**src/rtl/bsc_pkg.sv**
```systemverilog
// ----------------------------------------------------------------------------
// bsc_pkg
// Types and constants shared by the barometric compensation block.
// ----------------------------------------------------------------------------
package bsc_pkg;
	localparam int unsigned QDEPTH = 4;
	localparam int unsigned DIVW   = 32;

	localparam logic [1:0] REG_CAL_A = 2'd0;
	localparam logic [1:0] REG_CAL_B = 2'd1;
	localparam logic [1:0] REG_CAL_C = 2'd2;
	localparam logic [1:0] REG_OSS   = 2'd3;

	typedef struct packed {
		logic [15:0] raw_temp;
		logic [23:0] raw_press;
	} in_t;

	typedef struct packed {
		logic signed [27:0] temp_tenths;
		logic signed [31:0] press_pa;
		logic               div_error;
	} out_t;

	// divider request
	typedef struct packed {
		logic [31:0] num;
		logic [31:0] den;
	} div_req_t;

	function automatic logic [31:0] asr(input logic [31:0] x, input int unsigned n);
		asr = 32'($signed(x) >>> n);
	endfunction

	function automatic logic [31:0] sx16(input logic [15:0] v);
		sx16 = {{16{v[15]}}, v};
	endfunction
endpackage

```
**src/rtl/bsc_queue.sv**
```systemverilog
// ----------------------------------------------------------------------------
// bsc_queue
// Small FIFO between front and back parts.
// ----------------------------------------------------------------------------
module bsc_queue #(
	parameter int unsigned W = 8,
	parameter int unsigned D = bsc_pkg::QDEPTH
) (
	input  logic         clk,
	input  logic         arst_n,
	input  logic         push,
	input  logic [W-1:0] wdata,
	input  logic         pop,
	output logic [W-1:0] rdata,
	output logic         nempty,
	output logic         room
);
	localparam int unsigned AW = (D > 1) ? $clog2(D) : 1;
	logic [W-1:0] mem_q [D];
	logic [AW-1:0] wp_q, rp_q;
	logic [AW:0] cnt_q;

	always_ff @(posedge clk) begin
		if (push) mem_q[wp_q] <= wdata;
	end

	always_ff @(posedge clk or negedge arst_n) begin
		if (!arst_n) begin
			wp_q <= '0; rp_q <= '0; cnt_q <= '0;
		end else begin
			if (push) wp_q <= (wp_q == AW'(D - 1)) ? '0 : wp_q + 1'b1;
			if (pop)  rp_q <= (rp_q == AW'(D - 1)) ? '0 : rp_q + 1'b1;
			cnt_q <= cnt_q + (AW+1)'(push) - (AW+1)'(pop);
		end
	end

	assign rdata  = mem_q[rp_q];
	assign nempty = (cnt_q != '0);
	assign room   = (cnt_q < (AW+1)'(D - 1));
endmodule

```
**config.mk**
```make
export PLATFORM = sky130hd
export DESIGN_NAME = bsc_queue
export DESIGN_NICKNAME = d
export VERILOG_FILES = /design/src/rtl/bsc_pkg.sv /design/src/rtl/bsc_queue.sv
export SDC_FILE = /design/constraint.sdc
export NUM_CORES = 1
export LEC_CHECK = 0
export ABC_AREA = 1
export ABC_CLOCK_PERIOD_IN_PS = 2100
export BUFFER_PORTS_ARGS = -buffer_cell sky130_fd_sc_hd__buf_2
export CORE_ASPECT_RATIO = 2
export CORE_UTILIZATION = 56
export DETAILED_ROUTE_END_ITERATION = 12
export PLACE_DENSITY = 0.85
export SLEW_MARGIN = 20
export SYNTH_ARGS = -nofsm -noshare
export SYNTH_HDL_FRONTEND = slang
export SYNTH_SLANG_ARGS = --single-unit
```
**constraint.sdc**
```tcl
create_clock -name clk -period 2.1 [get_ports clk]
set_input_delay 0.63 -clock clk [delete_from_list [all_inputs] [get_ports clk]]
set_output_delay 0.63 -clock clk [all_outputs]
set_load 0.005 [all_outputs]
```
==> impl_metrics.py, run 1 <==
metrics = {
    "clocking": {
        "clk_path_buf_depth": 2,
        "cts_tree": "yes",
        "h-tree-depth": 2,
        "clk_latency_ns": 0.29,
        "cts_inserted_buffers": 5,
        "cts_sinks": 39,
        "post_cts.repair.setup_buffers": 0,
        "cts.clk_slew.worst_paths_ns": 0.07,
        "ctsHoldBuffers": 0,
        "clockRootBuffer": "clkbuf_8",
    },
    "sta": {
        "finalMaxSlewViolations": 0,
        "tightest_slew_ns": 0.392,
        "rsz0062_at_grt": "false",
        "slew-limit-headroom_pct": 73.8,
        "setup-tns-final_ns": 0,
        "fin_skew_ns": 0.00355,
        "finalWorstPathRequiredPeriod_ns": 2.00,
        "fmax_mhz": 501,
        "fin_crit_sh_pct": 95.0,
        "hold_viol": 0,
        "setup_viol": 0,
    },
    "floorplan": {
        "initial_core_util_pct": 59.4,
        "dieHeight_um": 81.5,
        "rows": 28,
        "dieArea_um2": 3400,
        "core_region_area_um2": 2980,
        "die_w_um": 41.7,
        "io_pins": 22,
    },
    "worst_setup_path": {
        "path_common_cell": "nand2_1",
        "crit_required_ns": 1.47,
        "cp_num_buf_inv": 2,
        "crit_path_start_kind": "flop",
        "critPathArrivalTime_ns": 1.37,
        "endpoint_kind": "primary output",
        "critical_path.top_delay_family": "flip-flops",
        "startpoint": "rp_q[0]$_DFFE_PN0P_",
        "cp_max_fo": 17,
        "slowest_delay_ns": 0.50,
        "setup.worst_path.class": "reg -> out",
        "cpMaxStageDelayCell": "dfrtp_2",
        "r2r_start": "cnt_q[0]$_DFF_PN0_",
        "cp_cell_sequence": "inv_4, nand2_1, nand3_1, nand2_1, buf_2",
    },
    "logic_synthesis": {
        "syn_inst": 170,
        "syn_area_um2": 1770,
        "ys_top_cells_by_area": "edfxtp_1 (54%), nand2_1 (10%), dfrtp_1 (9.9%)",
        "synthDistinctLibCells": 17,
        "yosysTopAreaCellShare_pct": 54.3,
        "seq_area_frac_synth_pct": 64.2,
        "syn_avg_cell_area_um2": 10.4,
        "synth_top_cell_by_area": "edfxtp_1",
        "syn-num-nets": 191,
        "synth-seq-cells": 39,
        "yosys_warnings": 0,
    },
    "grt": {
        "use_met2_pct": 41.9,
        "grt_pass1_wl_um": 5320,
        "grt_pass1_vias": 1185,
        "track_usage_pct": 22.0,
        "grt_max_degree": 18,
        "grt-ovfl-total": 0,
        "antenna_found_initial": 0,
        "grt-busiest-layer": "met2",
        "met1_usage_pct": 21.3,
        "grt_use_met3_pct": 5.93,
    },
    "route": {
        "wire_per_inst_um": 14.6,
        "drcViolationCount": 0,
        "initialDrtViolationCount": 63,
        "via_per_inst": 5.09,
        "drtPass1Iterations": 6,
        "ant_nets": 0,
        "routed_wl_um": 3320,
        "via_count": 1155,
    },
    "pwr": {
        "power_density_nw_per_um2": 1230,
        "power_leakage_nw": 0.993,
        "total_power_mw": 2.43,
        "ir_drop_v": 0.000794,
    },
    "layout": {
        "n_fill_cell": 240,
        "fin_nets": 217,
        "synthToLayoutAreaGrowth_pct": 11.6,
        "drive_gt1_share_pct": 16.2,
        "final_cell_count_no_fill": 227,
        "diodes": 0,
    },
    "placed_design": {
        "io_buffers": 21,
        "dp_cells": 219,
        "gp_congestion": 0.666,
        "hpwl_um": 2390,
    },
    "worst_hold_path": {
        "min_path_type": "in -> async",
    },
    "outcome": {
        "outcome": "finished, final reports clean",
    },
    "run": {
        "timing.max_cap.violations": 0,
    },
}
## worst register-to-register path, cell delays in order (launching register included)
cell and delay (ns):
dfrtp_1 0.35, inv_1 0.06, ha_1 0.26, inv_1 0.04, ha_1 0.18, fa_1 0.38, xor2_1 0.16
## sequential cells by signal, summed over array words and instances (netlist names)
| name | cells |
|---|---|
| wp_q | 2 |
| rp_q | 2 |
| cnt_q | 3 |
| mem_q | 32 |
## report_power, final
group	switching [mW]	leakage (nW)	internal [mW]	total (mW)
registers	0.106	0.376	1.02	1.13
clock network	0.246	0.0422	0.233	0.479
logic	0.499	0.574	0.323	0.822
total	0.851	0.993	1.57	2.43
## through the flow
stage                     util, %  worst slack [ns]  hold slack [ns]  instance area, µm²
after CTS                    66.3            0.0870            0.168                1970
after detailed placement     63.5             0.186            0.471                1890
final                        66.3             0.105            0.167                1970
after global placement       63.5             0.234            0.465                1890
after global routing         66.3            0.0392            0.168                1970
after floorplan                 -             0.383            0.334                1770
## cell usage in the layout (no fill, tap or decap), types with 2 or more instances in the layout
cell      Yosys  routed
buf_2         1      21
buf_4         1       2
clkbuf_1      0       2
clkbuf_8      0       5
dfrtp_1       7       6
edfxtp_1     32      32
ha_1          8       8
inv_1        43      43
nand2_1      48      48
nand3_1      17      17
nor2_1        2       2
o21ai_0       3       3
## worst paths after layout
check	cells past startpoint	endpoint	slack, ns
max	5	rdata[4]	0.10
min	1	cnt_q[1]$_DFF_PN0_	0.17
max reg2reg	6	cnt_q[2]$_DFF_PN0_	0.56
min reg2reg	2	cnt_q[2]$_DFF_PN0_	0.60
max in group asynchronous	1	rp_q[0]$_DFFE_PN0P_	1.75
min in group clk	1	mem_q[3][4]$_DFFE_PP_	0.56
## Yosys cell counts
| library cell | count |
|---|---|
| a21oi_1 | 1 |
| buf_2 | 1 |
| buf_4 | 1 |
| buf_6 | 2 |
| dfrtp_1 | 7 |
| edfxtp_1 | 32 |
| fa_1 | 1 |
| ha_1 | 8 |
| inv_1 | 43 |
| inv_2 | 1 |
| inv_4 | 1 |
| nand2_1 | 48 |
| nand3_1 | 17 |
| nor2_1 | 2 |
| o21ai_0 | 3 |
| o21ai_1 | 1 |
| xor2_1 | 1 |
## kinds of logic after synthesis
logic type	after synthesis	synth area share [%]
adder cells (fa/ha/maj)	9	6.79
flip-flops	39	64.2
XOR/XNOR	1	0.495
buffers and inverters	49	11.7
AND/OR/NAND/NOR	67	15.4
AO/OA/AOI/OAI	5	1.41
## per-layer routing
| layer | up-vias | part of all wire (%) | routed length (µm) |
|---|---|---|---|
| met1 | 539 | 34 | 1140 |
| met4 | 0 | 1.7 | 55 |
| met2 | 37 | 59 | 1970 |
| met3 | 6 | 4.7 | 156 |
| li1 | 573 | - | - |
| met5 | - | 0 | 0 |
## what timing repair did
action | CTS | global route
gates resized for setup | 1 | 0
endpoints found under the setup margin | 3 | 0
hold endpoints to repair | 0 | 0
## cell type report
class                      instances  area [µm²]  share of cell area [%]
multi-input combinational         82         427                    21.6
clock buffer                       7        76.3                    3.87
tap                               30        37.5                    1.90
timing repair buffer              23         120                    6.08
inverter                          45         171                    8.68
clock inverter                     1        5.00                   0.253
sequential                        39        1140                    57.6
Power figures use the tool's default switching activity.
==> run 2: changes to the inputs <==
--- a/config.mk
+++ b/config.mk
@@ -9,6 +9,8 @@
 export ABC_CLOCK_PERIOD_IN_PS = 2100
 export BUFFER_PORTS_ARGS = -buffer_cell sky130_fd_sc_hd__buf_2
+export CELL_PAD_IN_SITES_DETAIL_PLACEMENT = 0
+export CELL_PAD_IN_SITES_GLOBAL_PLACEMENT = 1
 export CORE_ASPECT_RATIO = 2
-export CORE_UTILIZATION = 56
+export CORE_UTILIZATION = 44
 export DETAILED_ROUTE_END_ITERATION = 12
 export PLACE_DENSITY = 0.85
==> constraint.sdc (replaced) <==
create_clock -name clk -period 2.1 [get_ports clk]
set_input_delay 0.63 -clock clk [delete_from_list [all_inputs] [get_ports clk]]
set_output_delay 0.63 -clock clk [all_outputs]
set_load 0.02 [all_outputs]
==> impl_metrics.py, run 2 (same netlist as run 1, synthesis figures left out) <==
metrics = {
    "outcome": {
        "outcome": "finished, final reports clean",
    },
    "clocking": {
        "cts_sinks": 39,
        "clk_latency_ns": 0.29,
        "cts_inserted_buffers": 5,
        "clockRootBuffer": "clkbuf_8",
        "clk_path_buf_depth": 2,
        "cts.clk_slew.worst_paths_ns": 0.07,
        "h-tree-depth": 2,
        "ctsHoldBuffers": 0,
        "cts_tree": "yes",
    },
    "placed_design": {
        "dpl_cell_area_um2": 1920,
        "gp_congestion": 0.672,
        "hpwl_um": 2250,
        "io_buffers": 21,
        "post-place-ws_ns": 0.153,
    },
    "sta": {
        "hold_viol": 0,
        "finalWorstPathRequiredPeriod_ns": 1.97,
        "rsz0062_at_grt": "false",
        "tightest_slew_ns": 0.395,
        "setup-tns-final_ns": 0,
        "slew-limit-headroom_pct": 73.6,
        "setup_viol": 0,
        "fmax_mhz": 507,
        "finalMaxSlewViolations": 0,
        "fin_crit_sh_pct": 94.0,
        "fin_skew_ns": 0.00550,
        "setup_slack_ns": 0.127,
    },
    "floorplan": {
        "dieHeight_um": 91.7,
        "initial_core_util_pct": 46.0,
        "core_region_area_um2": 3840,
        "rows": 32,
        "die_w_um": 46.8,
        "io_pins": 22,
        "dieArea_um2": 4290,
    },
    "route": {
        "routed_wl_um": 3130,
        "initialDrtViolationCount": 14,
        "ant_nets": 0,
        "wire_per_inst_um": 12.6,
        "drtPass1Iterations": 4,
        "via_per_inst": 4.67,
        "via_count": 1157,
        "drcViolationCount": 0,
    },
    "grt": {
        "grt_use_met3_pct": 4.13,
        "grt-ovfl-total": 0,
        "track_usage_pct": 17.8,
        "grt-busiest-layer": "met2",
        "grt_pass1_vias": 1181,
        "use_met2_pct": 30.6,
        "antenna_found_initial": 0,
        "met1_usage_pct": 18.3,
        "grt_max_degree": 18,
        "grt_pass1_wl_um": 5200,
    },
    "layout": {
        "regArea_um2": 1140,
        "final_common_cell": "nand2_1",
        "diodes": 0,
        "largest_reg_flops": 32,
        "n_fill_cell": 371,
        "multi_input_area_um2": 427,
        "drive_gt1_share_pct": 16.2,
        "synthToLayoutAreaGrowth_pct": 13.1,
        "regMostFlops": "mem_q",
        "fin_nets": 217,
        "final_area_um2": 2000,
        "top_regs": "mem_q x32, cnt_q x3",
        "layout_common_cells": "nand2_1 (48), inv_1 (43), edfxtp_1 (32), buf_2 (21), nand3_1 (17)",
    },
    "worst_setup_path": {
        "cpMaxStageDelayCell": "dfrtp_2",
        "critPathArrivalTime_ns": 1.34,
        "crit_path_start_kind": "flop",
        "setup.worst_path.class": "reg -> out",
        "cp_max_fo": 17,
        "crit_required_ns": 1.47,
        "slowest_delay_ns": 0.49,
        "endpoint_kind": "primary output",
        "path_common_cell": "nand2_1",
        "cp_cell_sequence": "inv_4, nand2_1, nand3_1, nand2_1, buf_2",
    },
    "worst_hold_path": {
        "min_path_type": "in -> async",
    },
    "run": {
        "timing.max_cap.violations": 0,
    },
    "pwr": {
        "power_density_nw_per_um2": 1280,
        "power_leakage_nw": 0.993,
        "ir_drop_v": 0.000622,
    },
}
run 2: cell counts in the layout (fill, tap and decap cells not counted):
No cell type changed its count.
run 2: power breakdown:
group | switching [mW] | internal, mW
registers | 0.100 | 1.02
clock network | 0.247 | 0.233
logic | 0.632 | 0.322
total | 0.980 | 1.57
run 2: path summary, 6_finish.rpt:
kind                            depth (start not counted)  slack (ns)                 from                     to
worst min register to register                          2        0.62  wp_q[1]$_DFFE_PN0P_    wp_q[1]$_DFFE_PN0P_
max in group asynchronous                               1        1.76               arst_n    rp_q[0]$_DFFE_PN0P_
worst min-delay path                                    1        0.17               arst_n     cnt_q[1]$_DFF_PN0_
worst max register to register                          6        0.54   cnt_q[0]$_DFF_PN0_     cnt_q[2]$_DFF_PN0_
min in group clk                                        1        0.55             wdata[7]  mem_q[2][7]$_DFFE_PP_
worst max-delay path                                    5        0.13  rp_q[0]$_DFFE_PN0P_               rdata[7]
run 2: what timing repair did:
| item | in CTS | in global routing |
|---|---|---|
| endpoints found under the setup margin | 0 | 8 |
| gates resized for setup | 0 | 1 |
| endpoints found under the hold margin | 0 | 0 |
| buffers inserted | 0 | 0 |
run 2: through the flow:
step,utilization [%],std cells,total power [mW],hold WS (ns)
3_3_place_gp,49.9,240,2.04,0.469
4_1_cts,52.0,248,2.59,0.163
2_1_floorplan,-,170,1.81,0.334
5_1_grt,52.1,248,2.74,0.165
3_5_place_dp,49.9,240,2.11,0.476
6_report,52.1,248,2.55,0.165
run 2: final cells by class:
class	count	area share [%]
Sequential cell	39	56.8
Multi-Input combinational cell	82	21.3
Inverter	45	8.57
Timing Repair Buffer	23	6.00
Clock buffer	7	3.81
Tap cell	51	3.19
Clock inverter	1	0.250
run 2: routing by layer:
metal	vias to the layer above	part of all wire (%)
met5	-	0
met4	0	2.3
met3	6	3.4
met2	29	57
met1	547	37
li1	575	-
run 2: critical path, delay by kind of cell (launching register included):
family                 cells  cell delay [ns]
DFF                        1             0.49
buffers and inverters      2             0.34
and+or+nand+nor            3             0.22
==> run 3: changes to the inputs <==
--- a/config.mk
+++ b/config.mk
@@ -14,4 +14,5 @@
 export CORE_UTILIZATION = 44
 export DETAILED_ROUTE_END_ITERATION = 12
+export MAX_ROUTING_LAYER = met4
 export PLACE_DENSITY = 0.85
 export SLEW_MARGIN = 20
==> constraint.sdc (replaced) <==
create_clock -name clk -period 2.1 [get_ports clk]
set_input_delay 0.63 -clock clk [delete_from_list [all_inputs] [get_ports clk]]
set_output_delay 0.63 -clock clk [all_outputs]
set_load 0.01 [all_outputs]
==> impl_metrics.py, run 3 (same netlist as run 1, synthesis figures left out) <==
metrics = {
    "layout": {
        "diodes": 0,
        "largest_reg_flops": 32,
        "fin_nets": 217,
        "regMostFlops": "mem_q",
        "n_fill_cell": 370,
        "multi_input_area_um2": 427,
        "regArea_um2": 1140,
        "top_regs": "mem_q x32, cnt_q x3",
        "layout_common_cells": "nand2_1 (48), inv_1 (43), edfxtp_1 (32), buf_2 (21), nand3_1 (17)",
        "final_cell_count_no_fill": 248,
        "drive_gt1_share_pct": 16.2,
        "final_common_cell": "nand2_1",
        "synthToLayoutAreaGrowth_pct": 13.1,
    },
    "floorplan": {
        "rows": 32,
        "io_pins": 22,
        "initial_core_util_pct": 46.0,
        "dieHeight_um": 91.7,
        "die_w_um": 46.8,
        "dieArea_um2": 4290,
        "core_region_area_um2": 3840,
    },
    "clocking": {
        "cts_sinks": 39,
        "clk_latency_ns": 0.29,
        "cts_tree": "yes",
        "clockRootBuffer": "clkbuf_8",
        "h-tree-depth": 2,
        "clk_path_buf_depth": 2,
        "cts.clk_slew.worst_paths_ns": 0.07,
        "cts_inserted_buffers": 5,
        "ctsHoldBuffers": 0,
    },
    "sta": {
        "finalWorstPathRequiredPeriod_ns": 1.95,
        "rsz0062_at_grt": "false",
        "fmax_mhz": 512,
        "hold_viol": 0,
        "setup_viol": 0,
        "setup-tns-final_ns": 0,
        "tightest_slew_ns": 0.417,
        "slew-limit-headroom_pct": 72.2,
        "finalMaxSlewViolations": 0,
        "fin_skew_ns": 0.00292,
        "fin_crit_sh_pct": 93.0,
    },
    "worst_setup_path": {
        "r2r_start": "cnt_q[0]$_DFF_PN0_",
        "cp_max_fo": 10,
        "reg2reg_to": "cnt_q[2]$_DFF_PN0_",
        "setup.worst_path.class": "reg -> out",
        "reg2reg_depth": 6,
        "reg2reg_slack_ns": 0.57,
        "crit_path_start_kind": "flop",
        "endpoint_kind": "primary output",
        "critPathArrivalTime_ns": 1.32,
        "crit_required_ns": 1.47,
    },
    "grt": {
        "grt-ovfl-total": 0,
        "antenna_found_initial": 0,
        "track_usage_pct": 18.4,
        "grt_pass1_wl_um": 5260,
        "grt_pass1_vias": 1132,
        "grt_max_degree": 18,
    },
    "placed_design": {
        "hpwl_um": 2210,
        "dp_cells": 240,
        "io_buffers": 21,
        "gp_congestion": 0.670,
    },
    "route": {
        "drtPass1Iterations": 4,
        "wire_per_inst_um": 12.4,
        "via_count": 1142,
        "via_per_inst": 4.60,
        "routed_wl_um": 3070,
        "initialDrtViolationCount": 37,
        "ant_nets": 0,
        "drcViolationCount": 0,
    },
    "pwr": {
        "power_density_nw_per_um2": 1220,
        "power_leakage_nw": 0.993,
        "ir_drop_v": 0.000641,
        "total_power_mw": 2.45,
    },
    "outcome": {
        "outcome": "finished, final reports clean",
    },
    "worst_hold_path": {
        "min_path_type": "in -> async",
    },
    "run": {
        "timing.max_cap.violations": 0,
    },
}
-- run 3: critical path: stages, from the launching register on --
cell and delay, ns:
dfrtp_2 0.49, buf_4 0.21, nand2_1 0.08, nand3_1 0.08, nand2_1 0.05, buf_2 0.13
-- run 3: through the flow --
stage / hold WS, ns / area (µm²) / util (%) / setup slack (ns)
after floorplan: 0.334 / 1770 / - / 0.383
after global placement: 0.469 / 1920 / 49.9 / 0.228
after detailed placement: 0.473 / 1920 / 49.9 / 0.187
after CTS: 0.164 / 2000 / 52.0 / 0.0188
after global routing: 0.158 / 2000 / 52.1 / 0.0206
final: 0.165 / 2000 / 52.1 / 0.148
-- run 3: final cells by class --
| class | instances | area share (%) |
|---|---|---|
| clock buffers | 7 | 3.81 |
| repair buffers | 23 | 6.00 |
| well taps | 51 | 3.19 |
| clock inverters | 1 | 0.250 |
| flip-flops and latches | 39 | 56.8 |
| multi-input cells | 82 | 21.3 |
| inverters | 45 | 8.57 |
-- run 3: how the worst max path moves through the flow --
| stage | endpoint | start | slack (ns) |
|---|---|---|---|
| finish | rdata[5] | rp_q[0]$_DFFE_PN0P_ | 0.15 |
| global route | rdata[1] | rp_q[0]$_DFFE_PN0P_ | 0.02 |
| CTS | rdata[1] | rp_q[0]$_DFFE_PN0P_ | 0.02 |
| detailed placement | cnt_q[2]$_DFF_PN0_ | pop | 0.19 |
| global placement | cnt_q[2]$_DFF_PN0_ | pop | 0.23 |
| floorplan | cnt_q[2]$_DFF_PN0_ | pop | 0.38 |
-- run 3: what timing repair did --
action | 4_1_cts | 5_1_grt
gates resized for setup | 0 | 1
setup buffers | 0 | 0
endpoints found under the setup margin | 0 | 8
-- run 3: power by group --
part	leakage, nW	switching (mW)	total, mW	internal (mW)
combinational	0.574	0.534	0.858	0.324
clock	0.0422	0.239	0.472	0.233
sequential	0.376	0.0998	1.12	1.02
total	0.993	0.873	2.45	1.58
-- run 3: routing by layer --
layer / vias up / global-route usage (%) / routed length, µm
met4: 0 / 8.81 / 80
met2: 27 / 30.4 / 1700
met3: 6 / 4.13 / 87
li1: 571 / - / -
met5: - / - / 0
met1: 538 / 19.4 / 1200
